[config.mk]
export PLATFORM = sky130hd
export DESIGN_NAME = lzpd_front
export DESIGN_NICKNAME = d
export VERILOG_FILES = /design/src/design/lzpd_pkg.sv /design/src/design/lzpd_front.sv
export SDC_FILE = /design/constraint.sdc
export NUM_CORES = 1
export LEC_CHECK = 0
export BUFFER_PORTS_ARGS = -buffer_cell sky130_fd_sc_hd__clkbuf_2
export CORE_AREA = 2 2 39 41
export DETAILED_ROUTE_END_ITERATION = 10
export DIE_AREA = 0 0 41 43
export PLACE_DENSITY_LB_ADDON = 0.15
export SLEW_MARGIN = 20
export SYNTH_ARGS = -nofsm -noshare
export SYNTH_HDL_FRONTEND = slang
export SYNTH_SLANG_ARGS = --single-unit
export TNS_END_PERCENT = 1
[constraint.sdc]
create_clock -name vclk -period 1.05
set_clock_uncertainty 0.05 [all_clocks]
set_input_delay 0.105 -clock vclk [all_inputs]
set_output_delay 0.105 -clock vclk [all_outputs]
set_load 0.1 [all_outputs]
[src/design/lzpd_pkg.sv]
`default_nettype none

package lzpd_pkg;

  localparam int unsigned DIST_W = 16;
  localparam int unsigned BYTE_W = 8;

  localparam int unsigned WINDOW_DEF    = 4096;
  localparam int unsigned MAX_MATCH_DEF = 64;

  localparam int unsigned QUEUE_DEPTH = 2;
  localparam int unsigned QPTR_W      = 1;
  localparam int unsigned QCNT_W      = 2;

  typedef enum logic [1:0] {
    OP_LIT  = 2'd0,
    OP_COPY = 2'd1,
    OP_ERR  = 2'd2
  } lzpd_op_e;

  typedef struct packed {
    lzpd_op_e            op;
    logic [DIST_W-1:0]   offset;
    logic [BYTE_W-1:0]   data;
  } lzpd_entry_t;

endpackage

`default_nettype wire

[src/design/lzpd_front.sv]
`default_nettype none

module lzpd_front #(
  parameter int unsigned WINDOW    = lzpd_pkg::WINDOW_DEF,
  parameter int unsigned MAX_MATCH = lzpd_pkg::MAX_MATCH_DEF
) (
  input  wire logic                        in_valid_i,
  input  wire logic                        pair_valid_i,
  input  wire logic [lzpd_pkg::DIST_W-1:0] distance_i,
  input  wire logic [lzpd_pkg::BYTE_W-1:0] length_or_literal_i,
  input  wire logic                        full_i,
  output logic                             in_stall_o,
  output logic                             push_o,
  output lzpd_pkg::lzpd_entry_t            entry_o
);

  localparam int unsigned CW = lzpd_pkg::DIST_W + 1;

  logic too_far;
  logic too_long;

  assign in_stall_o = full_i;
  // skipped pairs are consumed here and never reach the queue
  assign push_o     = in_valid_i && !full_i && pair_valid_i;

  assign too_far  = {1'b0, distance_i} > CW'(WINDOW);
  assign too_long = length_or_literal_i > lzpd_pkg::BYTE_W'(MAX_MATCH);

  always_comb begin
    entry_o.offset = distance_i;
    entry_o.data   = length_or_literal_i;
    if (distance_i == '0) begin
      entry_o.op = lzpd_pkg::OP_LIT;
    end else if (too_far || too_long) begin
      entry_o.op = lzpd_pkg::OP_ERR;
    end else begin
      // fill check happens in the back part against the live fill count
      entry_o.op = lzpd_pkg::OP_COPY;
    end
  end

endmodule

`default_nettype wire

==> flow_summary.yaml <==
power_and_ir_drop:
  net_sw_share_pct: 61.8
  share_clk_of_total_power_pct: 0
  power-per-cell-area_mw_per_mm2: 751
  p_leak_nw: 0.524
  switchingPower_uw: 500
  power.sequential.fraction_pct: 0
  pwr-share-comb_pct: 100.0
  p_int_uw: 309
  maximum_ir_drop_on_the_vdd_rail_mv: 0.499
timing:
  period_needed_ns: 1.39
  worstMarginPinSlew_ns: 0.314
  period_share_pct: 132
  slew_headroom_pct: 78.9
  slew_viol_final: 0
  timing_limited_maximum_frequency_mhz: 721
  final-hold-violation-count: 0
  holdWs_ns: 0.429
  setup_total_negative_slack_ns: -0.638
  worst_slack_ns: -0.337
  unrepaired_setup_endpoints_after_global_routing: "yes"
  finalSetupViolCount: 2
placed_design:
  numPortBuffers: 55
  placed_instance_area_um2: 976
  place.detailed.instances: 106
  post-dp-hpwl_um: 977
  gp_congestion: 0.691
worst_setup_path:
  worst_ep_required_time_ns: 0.89
  setup.worst_path.class: "in2out"
  crit_buf_inv: 2
  timing.critical_path.max_delay_family: "simple AND/OR/NAND/NOR gates"
  crit_arrival_ns: 1.23
  cpMaxStageDelayCell: "nor4_4"
  timing.critical_path.fanout_max: 2
  ordered_cell_list_for_the_critical_path: "buf_6 > nor4_4 > nand3_2 > xnor2_2 > nor3_4 > buf_12"
  crit_path_start_kind: "input pin"
  timing.critical_path.slowest_cell_delay_ns: 0.28
  timing.critical_path.to_type: "output pin"
synthesis:
  syn-mean-instance-area_um2: 7.07
  synth.lib_cells_used.distinct: 11
  netlist.top_cell.by_area: "buf_4"
  synth.yosys.seq_area_share_pct: 0
  area_fraction_of_the_dominant_cell_type_after_synthesis_pct: 66.4
  postSynthCellCount: 40
  synth_commonest_cells: "25 x buf_4, 3 x nor4_1, 2 x a21oi_1, 2 x nor2_1, 2 x nor3_1"
  net_count_after_synthesis: 67
  synth-warning-count: 0
  yosysMostFrequentCell: "buf_4"
  ys_top_cells_by_area: "buf_4 66%, nor4_1 6.6%, nor4_2 4.4%"
  netlist_area_um2: 283
outcome:
  status: "finished with violations"
  failed_checks: "negative setup slack"
routing:
  postRouteWirelength_um: 1090
  antenna_left: 0
  vias_per_cell: 4.00
  drtPass1Iterations: 2
  via_count: 428
  routedWlPerCell_um: 10.2
  number_of_drc_markers_after_the_initial_detailed_route_iteration: 1
  detail_route.drc_violations: 0
die:
  boundaryPins: 55
  die_area_mm2: 0.00176
  dieWidth_um: 41
  die_boundary_height_um: 43
  initial_core_util_pct: 20.4
  placementRows: 14
  core_region_area_mm2: 0.00138
min_path:
  hold_path_class: "in2out"
  timing.hold.worst.start: "full_i"
  timing.hold.worst_path_depth: 2
  hold_path_end: "in_stall_o"
final_layout:
  finalNetCount: 120
  sequential_cell_total: 0
  nClkBuffers: 0
  drive_gt1_share_pct: 94.5
  diodes: 0
  sequential_cell_area_um2: 0
  layoutNonFillerInstCount: 107
  final_cell_area_mm2: 0.00108
  fillerInstances: 93
  syn_to_final_growth_pct: 281
clock_network:
  holdBufCountCts: 0
global_routing:
  grt_pass1_wl_um: 1550
  maximum_number_of_pins_on_one_net_before_global_route_repair: 4
  via_count_of_the_first_global_routing_pass: 419
  grt_usage_pct: 11.8
  grt_antenna_before_repair: 0
  globalRoute.totalOverflow: 0
job:
  maxCapViolCount: 0
[per-stage QoR]
| stage | worst slack (ns) | utilization (%) | total power [mW] |
|---|---|---|---|
| finish | -0.337 | 77.8 | 0.809 |
| global route | -0.399 | 77.8 | 0.830 |
| CTS | -0.355 | 72.2 | 0.785 |
| detailed placement | -0.408 | 70.5 | 0.779 |
| global placement | -0.401 | 70.5 | 0.773 |
| floorplan | -0.592 | - | 0.483 |
[layout make-up]
type | count | area (um2) | share of cell area (%)
multi-input cells | 15 | 171 | 15.9
repair buffers | 76 | 885 | 82.2
well taps | 16 | 20.0 | 1.86
[logic make-up after synthesis]
group,after synthesis,share of synthesized area [%]
compound gates,3,6.20
xor+xnor,1,3.10
buf+inv,25,66.4
simple gates,11,24.3
[power by group through the flow]
stage | sequential [mW] | combinational, mW | clock [mW]
after floorplan | 0 | 0.483 | 0
after global placement | 0 | 0.773 | 0
after detailed placement | 0 | 0.779 | 0
after CTS | 0 | 0.785 | 0
after global routing | 0 | 0.830 | 0
final | 0 | 0.809 | 0
[repair_timing]
item                       4_1_cts  5_1_grt
gates resized for setup          3       22
setup endpoints to repair        2        2
pin swaps                        1        6
buffers inserted                 1        0
cloned                           0        0
[metal layers]
| layer | wire (um) | track usage (%) | vias up |
|---|---|---|---|
| li1 | - | - | 214 |
| met1 | 292 | 12.1 | 183 |
| met2 | 646 | 24.7 | 31 |
| met3 | 148 | 0.524 | 0 |
| met4 | 0 | 0 | 0 |
| met5 | 0 | 0 | - |
[worst max path at each step]
stage | cells past startpoint | to | from
6_report | 6 | entry_o[24] | distance_i[10]
5_1_grt | 6 | entry_o[24] | distance_i[0]
4_1_cts | 6 | entry_o[24] | distance_i[2]
3_5_place_dp | 6 | entry_o[24] | distance_i[2]
3_3_place_gp | 6 | entry_o[24] | distance_i[6]
2_1_floorplan | 4 | entry_o[24] | distance_i[2]
[placed cells by master (no fill, tap or decap), drive strengths merged]
cell type	count
and3b	1
nor2	2
xnor2	1
nor3	2
a21oi	2
o21bai	1
or3	1
nand3	1
nor4	4
clkbuf	22
buf	54
Note: power is estimated with default switching activity, not from simulation.
