$ cat src/design/lzpd_pkg.sv
`default_nettype none

package lzpd_pkg;

  localparam int unsigned DIST_W = 16;
  localparam int unsigned BYTE_W = 8;

  localparam int unsigned WINDOW_DEF    = 4096;
  localparam int unsigned MAX_MATCH_DEF = 64;

  localparam int unsigned QUEUE_DEPTH = 2;
  localparam int unsigned QPTR_W      = 1;
  localparam int unsigned QCNT_W      = 2;

  typedef enum logic [1:0] {
    OP_LIT  = 2'd0,
    OP_COPY = 2'd1,
    OP_ERR  = 2'd2
  } lzpd_op_e;

  typedef struct packed {
    lzpd_op_e            op;
    logic [DIST_W-1:0]   offset;
    logic [BYTE_W-1:0]   data;
  } lzpd_entry_t;

endpackage

`default_nettype wire

$ cat src/design/lzpd_queue.sv
`default_nettype none

module lzpd_queue (
  input  wire logic                  clk_i,
  input  wire logic                  rst_ni,
  input  wire logic                  push_i,
  input  wire lzpd_pkg::lzpd_entry_t entry_i,
  input  wire logic                  pop_i,
  output logic                       full_o,
  output logic                       valid_o,
  output lzpd_pkg::lzpd_entry_t      entry_o
);

  lzpd_pkg::lzpd_entry_t             mem_q [lzpd_pkg::QUEUE_DEPTH];
  logic [lzpd_pkg::QPTR_W-1:0]       wr_ptr_q, wr_ptr_d;
  logic [lzpd_pkg::QPTR_W-1:0]       rd_ptr_q, rd_ptr_d;
  logic [lzpd_pkg::QCNT_W-1:0]       count_q, count_d;

  assign full_o  = count_q == lzpd_pkg::QCNT_W'(lzpd_pkg::QUEUE_DEPTH);
  assign valid_o = count_q != '0;
  assign entry_o = mem_q[rd_ptr_q];

  always_comb begin
    wr_ptr_d = push_i ? wr_ptr_q + 1'b1 : wr_ptr_q;
    rd_ptr_d = pop_i  ? rd_ptr_q + 1'b1 : rd_ptr_q;
    count_d  = count_q;
    if (push_i && !pop_i) begin
      count_d = count_q + 1'b1;
    end else if (!push_i && pop_i) begin
      count_d = count_q - 1'b1;
    end
  end

  always_ff @(posedge clk_i or negedge rst_ni) begin
    if (!rst_ni) begin
      wr_ptr_q <= '0;
      rd_ptr_q <= '0;
      count_q  <= '0;
    end else begin
      wr_ptr_q <= wr_ptr_d;
      rd_ptr_q <= rd_ptr_d;
      count_q  <= count_d;
    end
  end

  always_ff @(posedge clk_i) begin
    if (push_i) begin
      mem_q[wr_ptr_q] <= entry_i;
    end
  end

endmodule

`default_nettype wire

$ cat config.mk
export PLATFORM = sky130hd
export DESIGN_NAME = lzpd_queue
export DESIGN_NICKNAME = d
export VERILOG_FILES = /design/src/design/lzpd_pkg.sv /design/src/design/lzpd_queue.sv
export SDC_FILE = /design/constraint.sdc
export NUM_CORES = 1
export LEC_CHECK = 0
export BUFFER_PORTS_ARGS = -buffer_cell sky130_fd_sc_hd__buf_2
export CORE_ASPECT_RATIO = 0.7
export CORE_MARGIN = 1.5
export CORE_UTILIZATION = 55
export CTS_CLUSTER_SIZE = 25
export DETAILED_ROUTE_END_ITERATION = 16
export PLACE_DENSITY = 0.83
export SYNTH_ARGS = -nofsm -noshare
export SYNTH_HDL_FRONTEND = slang
export SYNTH_SLANG_ARGS = --single-unit
$ cat constraint.sdc
create_clock -name clk_i -period 4.2 [get_ports clk_i]
set_clock_uncertainty 0.2 [all_clocks]
set_input_delay 0.84 -clock clk_i [delete_from_list [all_inputs] [get_ports clk_i]]
set_output_delay 0.84 -clock clk_i [all_outputs]
set_load 0.05 [all_outputs]
==> impl_metrics.tcl, run 1 <==
set metrics [dict create \
    worst-r2r-setup-slack_ns 2.31 \
    status "finished, final reports clean" \
    grt_max_degree 27 \
    synth_top_area_cell "edfxtp_1" \
    setup_tns_ns 0 \
    final_util 0.707 \
    drt_iter0_drc 49 \
    finalCritPeriodShare 0.657 \
    worst_pin_slew_ns 1.14 \
    maxCapViolations 0 \
    die_y_um 55.5 \
    yosysTopAreaCellShare 0.721 \
    yosysSeqAreaShare 0.767 \
    ys_types 14 \
    num_io_pins 58 \
    critPathMaxFanout 12 \
    rr_worst_depth 1 \
    rsz0062_at_grt "no" \
    syn2layout_area_growth_pct 19.2 \
    min_period_ns 2.76 \
    cts_tree "built" \
    start_kind "register" \
    dp_hpwl_mm 2.14 \
    drive_gt1_frac 0.586 \
    required_ns 3.16 \
    crit_chain "buf_4 > mux2_2 > buf_2" \
    wl_per_cell_um 14.4 \
    gp_congestion 0.809 \
    start_util 0.594 \
    cts_hold_buf 0 \
    rr_endpoint "mem_q[1][19]$_DFFE_PP_" \
    clk_pin_slew_ns 0.09 \
    path_depth 3 \
    crit_path_end_kind "output port" \
    irDropWorstVdd_mv 0.446 \
    setup_viol 0 \
    syn_inst 97 \
    hold_path_class "in2async" \
    htreeDepth 2 \
    yosysWarnings 0 \
    synthesis.nets 128 \
    nNetsFinal 192 \
    ctsRootBufferMaster "clkbuf_8" \
    slew_viol_final 0 \
    synthTopCellsByArea "edfxtp_1 72%, mux2_4 13%, dfrtp_1 4.6%" \
    grt_use_total 0.154 \
    crit_buf_inv 2 \
    cellPowerDensity_mw_per_mm2 764 \
    num_antenna_cells 0 \
    cts_buffers 5 \
    port_buffers 57 \
    core_area_mm2 0.00365 \
    slowest_delay_ns 0.54 \
    dieArea_mm2 0.00433 \
    insertion_delay_ns 0.30 \
    worst-setup-path-type "reg2out" \
    regToRegStartpoint "wr_ptr_q$_DFFE_PN0P_" \
    finalWirelength_mm 3.05 \
    crit_arrival_ns 1.72 \
    fillerInstances 239 \
    total_leakage_power_nw 1.05 \
    rows 18 \
    cts_resized 0 \
    timing.fmax_ghz 0.363 \
    first_global_vias 987 \
    vias 1030 \
    synth_area_mm2 0.00217 \
    post_cts_buffers 0 \
    hold_violations 0 \
    viasPerCell 4.86 \
    ant_nets 0 \
    drc_errors 0 \
    grt_overflow 0 \
    cp-endpoint "entry_o[5]" \
    fp.dieW_um 78.0 \
    dr.pass1.iters 3 \
    grt_pass1_wl_mm 4.62 \
    ys_ff_latch 56 \
    syn_area_per_cell_um2 22.3 \
    slew_headroom 0.238 \
    antenna_found_initial 0 \
    cp_slowest_cell "dfrtp_1" \
    cts_sinks 56 \
    cts_buffer_depth 2 \
    crit_path_start "rd_ptr_q$_DFFE_PN0P_" \
    cp_top_family "flip-flops" \
]
through the flow:
step | cells | hold slack (ns) | setup WS (ns) | instance area, um^2 | power [mW]
global route | 212 | 0.0942 | 1.36 | 2580 | 2.06
detailed placement | 204 | 0.304 | 1.72 | 2490 | 1.70
floorplan | 97 | 0.247 | 1.56 | 2170 | 1.57
finish | 212 | 0.116 | 1.44 | 2580 | 1.97
CTS | 212 | 0.108 | 1.41 | 2580 | 1.99
global placement | 204 | 0.265 | 1.75 | 2490 | 1.69
power by group:
part	internal [mW]	switching [mW]	total [mW]
clock network	0.134	0.158	0.292
registers	0.746	0.0518	0.797
logic	0.282	0.601	0.883
cell families after synthesis:
group	count (synthesis)	synth area share
XOR/XNOR	5	0.0202
adder cells (fa/ha/maj)	1	0.00578
buffers and inverters	4	0.0254
flip-flops	56	0.767
multiplexers	26	0.168
AND/OR/NAND/NOR	5	0.0133
Yosys cell counts:
master,n
buf_12,2
inv_1,1
mux2_4,19
dfrtp_1,4
buf_6,1
ha_1,1
or2_2,1
edfxtp_1,52
nor2_1,1
mux2_2,7
nor2b_1,2
xor2_1,4
xnor2_1,1
and2_1,1
state kept, by name, summed over array words and instances (netlist names):
signal	cells
mem_q	52
count_q	2
rd_ptr_q	1
wr_ptr_q	1
layout by cell type, fill, tap and decap left out, drive strengths merged:
cell,instances
ha,1
nor2b,2
clkinvlp,1
buf,60
xor2,4
and2,1
mux2,26
dfrtp,4
edfxtp,52
clkbuf,7
xnor2,1
inv,1
or2,1
nor2,1
cell type report:
class / instances / area, um^2 / area share
clock buffers: 7 / 86.3 / 0.0334
inverters: 1 / 3.75 / 0.00145
clock inverters: 1 / 7.51 / 0.00291
well taps: 50 / 62.6 / 0.0242
multi-input cells: 37 / 452 / 0.175
repair buffers: 60 / 308 / 0.119
flip-flops and latches: 56 / 1660 / 0.644
layer usage:
metal	GRT usage	part of all wire
met5	0	0
met4	0.0587	0.015
met3	0.0942	0.091
met2	0.227	0.48
met1	0.184	0.41
how the worst min path moves through the flow:
stage | from | endpoint | slack [ns] | cells after the start
after detailed placement | wr_ptr_q$_DFFE_PN0P_ | wr_ptr_q$_DFFE_PN0P_ | 0.30 | 1
after CTS | rst_ni | count_q[1]$_DFFE_PN0P_ | 0.11 | 1
after global routing | rst_ni | rd_ptr_q$_DFFE_PN0P_ | 0.09 | 1
final | rst_ni | count_q[1]$_DFFE_PN0P_ | 0.12 | 1
after global placement | count_q[1]$_DFFE_PN0P_ | count_q[1]$_DFFE_PN0P_ | 0.26 | 1
after floorplan | count_q[1]$_DFFE_PN0P_ | count_q[1]$_DFFE_PN0P_ | 0.25 | 1
No activity file was read; power rests on OpenSTA's default activity.
==> run 2: changes to the inputs <==
--- a/config.mk
+++ b/config.mk
@@ -8,10 +8,10 @@
 export BUFFER_PORTS_ARGS = -buffer_cell sky130_fd_sc_hd__buf_2
 export CORE_ASPECT_RATIO = 0.7
 export CORE_MARGIN = 1.5
-export CORE_UTILIZATION = 55
+export CORE_UTILIZATION = 51
 export CTS_CLUSTER_SIZE = 25
 export DETAILED_ROUTE_END_ITERATION = 16
-export PLACE_DENSITY = 0.83
+export PLACE_DENSITY = 0.78
 export SYNTH_ARGS = -nofsm -noshare
 export SYNTH_HDL_FRONTEND = slang
 export SYNTH_SLANG_ARGS = --single-unit
==> constraint.sdc (replaced) <==
create_clock -name clk_i -period 2.6 [get_ports clk_i]
set_clock_uncertainty 0.2 [all_clocks]
set_input_delay 0.52 -clock clk_i [delete_from_list [all_inputs] [get_ports clk_i]]
set_output_delay 0.52 -clock clk_i [all_outputs]
set_load 0.05 [all_outputs]
==> run 2 against run 1 <==
Net effect: sequential cell count did not move; global-route usage fell by 0.72 points; core utilization fell by 5.9 points; count of clock-buffer cells in the layout fell by 2; wire length rose by 2.2%; highest routed layer unchanged.
==> impl_metrics.tcl, run 2 (synthesized netlist as in run 1, its figures left out) <==
set metrics [dict create \
    port_buffers 57 \
    p_sw_mw 1.31 \
    worst-r2r-setup-slack_ns 1.19 \
    final_common_cell "buf_2" \
    cp_slowest_cell "mux2_2" \
    insertion_delay_ns 0.29 \
    drt_iter0_drc 32 \
    start_kind "register" \
    grt_use_total 0.147 \
    cts_resized 0 \
    post_cts_buffers 0 \
    finalCritPeriodShare 0.862 \
    hold_path_class "in2reg" \
    die_y_um 57.5 \
    first_global_vias 1092 \
    required_ns 1.88 \
    num_antenna_cells 0 \
    rr_worst_depth 2 \
    critPathMaxFanout 15 \
    core_area_mm2 0.00399 \
    hold_violations 0 \
    irDropWorstVdd_mv 0.774 \
    ant_nets 0 \
    nNetsFinal 194 \
    whs_path_depth 1 \
    crit_chain "buf_4 > mux2_2 > buf_2" \
    grt_overflow 0 \
    clk_pin_slew_ns 0.09 \
    dr.pass1.iters 4 \
    gp_congestion 0.695 \
    crit_buf_inv 2 \
    start_util 0.542 \
    clock_power_share 0.137 \
    slowest_delay_ns 0.38 \
    p_sw_frac 0.415 \
    cts_tree "built" \
    largest_reg_flops 52 \
    dieArea_mm2 0.00465 \
    drive_gt1_frac 0.585 \
    regMostFlops "mem_q" \
    vias 1058 \
    status "finished, final reports clean" \
    cts_buffers 5 \
    rr_endpoint "mem_q[1][21]$_DFFE_PP_" \
    cts_sinks 56 \
    final_util 0.648 \
    timing.fmax_ghz 0.446 \
    ctsRootBufferMaster "clkbuf_8" \
    wl_per_cell_um 14.4 \
    hp-start "entry_i[16]" \
    place_inst 207 \
    drc_errors 0 \
    p_int_mw 1.85 \
    finalNonFillerCells 216 \
    worst_pin_slew_ns 0.348 \
    finalWirelength_mm 3.12 \
    maxCapViolations 0 \
    num_io_pins 58 \
    pwr-share-seq 0.401 \
    grt_max_degree 27 \
    cp_top_family "buffers and inverters" \
    slew_headroom 0.768 \
    crit_arrival_ns 1.52 \
    setup_viol 0 \
    slew_viol_final 0 \
    worst-setup-path-type "reg2out" \
    top_regs "mem_q x52, count_q x2" \
    p_comb_frac 0.462 \
    cts_buffer_depth 2 \
    dp_hpwl_mm 2.15 \
    rsz0062_at_grt "no" \
    viasPerCell 4.90 \
    crit_path_end_kind "output port" \
    final_cell_mix "57 x buf_2, 52 x edfxtp_1, 19 x mux2_4" \
    htreeDepth 2 \
    place_area_mm2 0.00250 \
    rows 19 \
    whs_endpoint "mem_q[0][16]$_DFFE_PP_" \
    fp.dieW_um 80.9 \
    regToRegStartpoint "wr_ptr_q$_DFFE_PN0P_" \
    min_period_ns 2.24 \
    setup_tns_ns 0 \
    antenna_found_initial 0 \
    total_leakage_power_nw 1.06 \
    final_area_mm2 0.00259 \
    syn2layout_area_growth_pct 19.6 \
    cellPowerDensity_mw_per_mm2 1220 \
    grt_pass1_wl_mm 4.82 \
]
[run 2: worst max-delay path by stage]
stage | from | end | slack, ns | cells past startpoint
5_1_grt | rd_ptr_q$_DFFE_PN0P_ | entry_o[13] | 0.30 | 3
6_report | rd_ptr_q$_DFFE_PN0P_ | entry_o[13] | 0.36 | 3
3_5_place_dp | rd_ptr_q$_DFFE_PN0P_ | entry_o[13] | 0.69 | 3
3_3_place_gp | rd_ptr_q$_DFFE_PN0P_ | entry_o[25] | 0.73 | 3
4_1_cts | rd_ptr_q$_DFFE_PN0P_ | entry_o[13] | 0.35 | 3
2_1_floorplan | push_i | mem_q[0][0]$_DFFE_PP_ | 0.28 | 1
[run 2: per-layer routing]
metal | vias up | routed length, um | global-route usage | share of wire
li1 | 499 | - | - | -
met1 | 514 | 1260 | 0.155 | 0.40
met2 | 38 | 1580 | 0.257 | 0.51
met3 | 7 | 222 | 0.0544 | 0.071
met4 | 0 | 57 | 0.0739 | 0.018
met5 | - | 0 | 0 | 0
[run 2: layout make-up]
type | count | area (um^2)
Clock buffer | 5 | 68.8
Clock inverter | 3 | 13.8
Fill cell | 279 | 1400
Inverter | 1 | 3.75
Multi-Input combinational cell | 37 | 452
Sequential cell | 56 | 1660
Tap cell | 52 | 65.1
Timing Repair Buffer | 62 | 325
[run 2: power groups by stage]
stage | clock network (mW) | logic (mW) | registers (mW)
5_1_grt | 0.479 | 1.53 | 1.29
3_3_place_gp | 0 | 1.45 | 1.27
6_report | 0.433 | 1.46 | 1.27
4_1_cts | 0.449 | 1.48 | 1.27
3_5_place_dp | 0 | 1.47 | 1.29
2_1_floorplan | 0 | 1.27 | 1.27
[run 2: per-stage QoR]
stage | hold WS, ns | power [mW] | setup WS, ns
6_report | 0.206 | 3.16 | 0.359
5_1_grt | 0.193 | 3.30 | 0.299
3_5_place_dp | 0.130 | 2.76 | 0.690
3_3_place_gp | 0.124 | 2.73 | 0.731
2_1_floorplan | 0.0244 | 2.54 | 0.277
4_1_cts | 0.191 | 3.20 | 0.347
[run 2: repair_timing]
| action | CTS | global route |
|---|---|---|
| hold endpoints to repair | 4 | 0 |
| setup endpoints to repair | 0 | 0 |
| hold buffers | 1 | 0 |
==> run 3: changes to the inputs <==
--- a/config.mk
+++ b/config.mk
@@ -8,10 +8,10 @@
 export BUFFER_PORTS_ARGS = -buffer_cell sky130_fd_sc_hd__buf_2
 export CORE_ASPECT_RATIO = 0.7
 export CORE_MARGIN = 1.5
-export CORE_UTILIZATION = 51
+export CORE_UTILIZATION = 55
 export CTS_CLUSTER_SIZE = 25
 export DETAILED_ROUTE_END_ITERATION = 16
-export PLACE_DENSITY = 0.78
+export PLACE_DENSITY = 0.83
 export SYNTH_ARGS = -nofsm -noshare
 export SYNTH_HDL_FRONTEND = slang
 export SYNTH_SLANG_ARGS = --single-unit
==> constraint.sdc (replaced) <==
create_clock -name clk_i -period 2.7 [get_ports clk_i]
set_clock_uncertainty 0.2 [all_clocks]
set_input_delay 0.54 -clock clk_i [delete_from_list [all_inputs] [get_ports clk_i]]
set_output_delay 0.54 -clock clk_i [all_outputs]
set_load 0.05 [all_outputs]
==> run 3 against run 2 <==
Net effect: count of clock-buffer cells in the layout rose by 2; combinational power down 3%; critical endpoint is now entry_o[25]; sequential share of layout area shrank 1.5 points.
==> impl_metrics.tcl, run 3 (synthesized netlist as in run 1, its figures left out) <==
set metrics [dict create \
    first_global_vias 1066 \
    fillerInstances 231 \
    whs_path_depth 1 \
    cp_top_family "buffers and inverters" \
    die_y_um 55.5 \
    ant_nets 0 \
    nNetsFinal 195 \
    cp_slowest_cell "mux2_2" \
    irDropWorstVdd_mv 0.706 \
    drc_errors 0 \
    drt_iter0_drc 20 \
    slew_headroom 0.622 \
    cts_resized 0 \
    critPathMaxFanout 17 \
    final_cell_mix "57 x buf_2, 52 x edfxtp_1, 19 x mux2_4" \
    hold_slack_ns 0.224 \
    drive_gt1_frac 0.594 \
    clk_pin_slew_ns 0.09 \
    hold_path_class "in2reg" \
    wl_per_cell_um 13.9 \
    syn2layout_area_growth_pct 22.4 \
    final_common_cell "buf_2" \
    hold_violations 0 \
    num_io_pins 58 \
    worst-setup-path-type "reg2out" \
    status "finished, final reports clean" \
    rows 18 \
    cts_buffer_depth 2 \
    vias 1034 \
    final_util 0.727 \
    insertion_delay_ns 0.29 \
    path_depth 3 \
    largest_reg_flops 52 \
    slew_viol_final 0 \
    min_period_ns 2.27 \
    crit_chain "buf_4 > mux2_2 > buf_2" \
    finalWirelength_mm 2.98 \
    fp.dieW_um 78.0 \
    antenna_found_initial 0 \
    start_kind "register" \
    dr.pass1.iters 2 \
    grt_overflow 0 \
    start_util 0.594 \
    viasPerCell 4.81 \
    top_regs "mem_q x52, count_q x2" \
    grt_pass1_wl_mm 4.99 \
    ctsRootBufferMaster "clkbuf_8" \
    worst_pin_slew_ns 0.566 \
    slowest_delay_ns 0.38 \
    grt_max_degree 18 \
    power_mw 3.20 \
    num_antenna_cells 0 \
    regMostFlops "mem_q" \
    setup_tns_ns 0 \
    grt_use_total 0.154 \
    htreeDepth 2 \
    total_leakage_power_nw 1.09 \
    cts_sinks 56 \
    maxCapViolations 0 \
    crit_arrival_ns 1.53 \
    cts_buffers 5 \
    dp_hpwl_mm 2.17 \
    timing.fmax_ghz 0.441 \
    cts_tree "built" \
    setup_viol 0 \
    cellPowerDensity_mw_per_mm2 1210 \
    place_area_mm2 0.00251 \
    port_buffers 57 \
    worst-r2r-setup-slack_ns 1.07 \
    rsz0062_at_grt "no" \
    finalCritPeriodShare 0.839 \
    core_area_mm2 0.00365 \
    required_ns 1.96 \
    rr_worst_depth 2 \
    dieArea_mm2 0.00433 \
    crit_buf_inv 2 \
    final_area_mm2 0.00265 \
    gp_congestion 0.731 \
    crit_path_end_kind "output port" \
]
run 3: final cells by class:
class / count / area, um^2 / area share
clock buffer: 7 / 96.3 / 0.0363
clock inverter: 1 / 30.0 / 0.0113
timing repair buffer: 63 / 345 / 0.130
multi-input combinational: 37 / 452 / 0.170
inverter: 1 / 3.75 / 0.00142
tap: 50 / 62.6 / 0.0236
sequential: 56 / 1660 / 0.627
run 3: layer usage:
metal / share of wire / track usage
met1: 0.38 / 0.181
met2: 0.53 / 0.261
met3: 0.075 / 0.0595
met4: 0.014 / 0.0536
met5: 0 / 0
run 3: worst paths after layout:
check / startpoint / to
hold reg to reg: count_q[1]$_DFFE_PN0P_ / count_q[1]$_DFFE_PN0P_
setup / recovery: rd_ptr_q$_DFFE_PN0P_ / entry_o[25]
max in group asynchronous: rst_ni / rd_ptr_q$_DFFE_PN0P_
setup reg to reg: wr_ptr_q$_DFFE_PN0P_ / mem_q[1][24]$_DFFE_PP_
hold / removal: entry_i[0] / mem_q[1][0]$_DFFE_PP_
min in group asynchronous: rst_ni / count_q[1]$_DFFE_PN0P_
run 3: timing repair:
| action | in CTS | in global routing |
|---|---|---|
| setup buffers | 0 | 0 |
| setup endpoints to repair | 0 | 0 |
| hold endpoints to repair | 4 | 0 |
| hold buffers | 1 | 0 |
run 3: report_power, final:
part	internal, mW	leakage, nW	switching [mW]
Sequential	1.16	0.535	0.0593
Combinational	0.462	0.487	0.961
Clock	0.327	0.0645	0.236
Total	1.95	1.09	1.26
run 3: worst register-to-register path, cell delays in order (launching register included):
cell and delay (ns):
dfrtp_1 0.40, and2_1 0.51, buf_12 0.23
run 3: metrics by stage:
stage | setup slack (ns) | std cells
2_1_floorplan | 0.357 | 97
3_3_place_gp | 0.783 | 206
3_5_place_dp | 0.755 | 206
4_1_cts | 0.410 | 215
5_1_grt | 0.348 | 215
6_report | 0.435 | 215
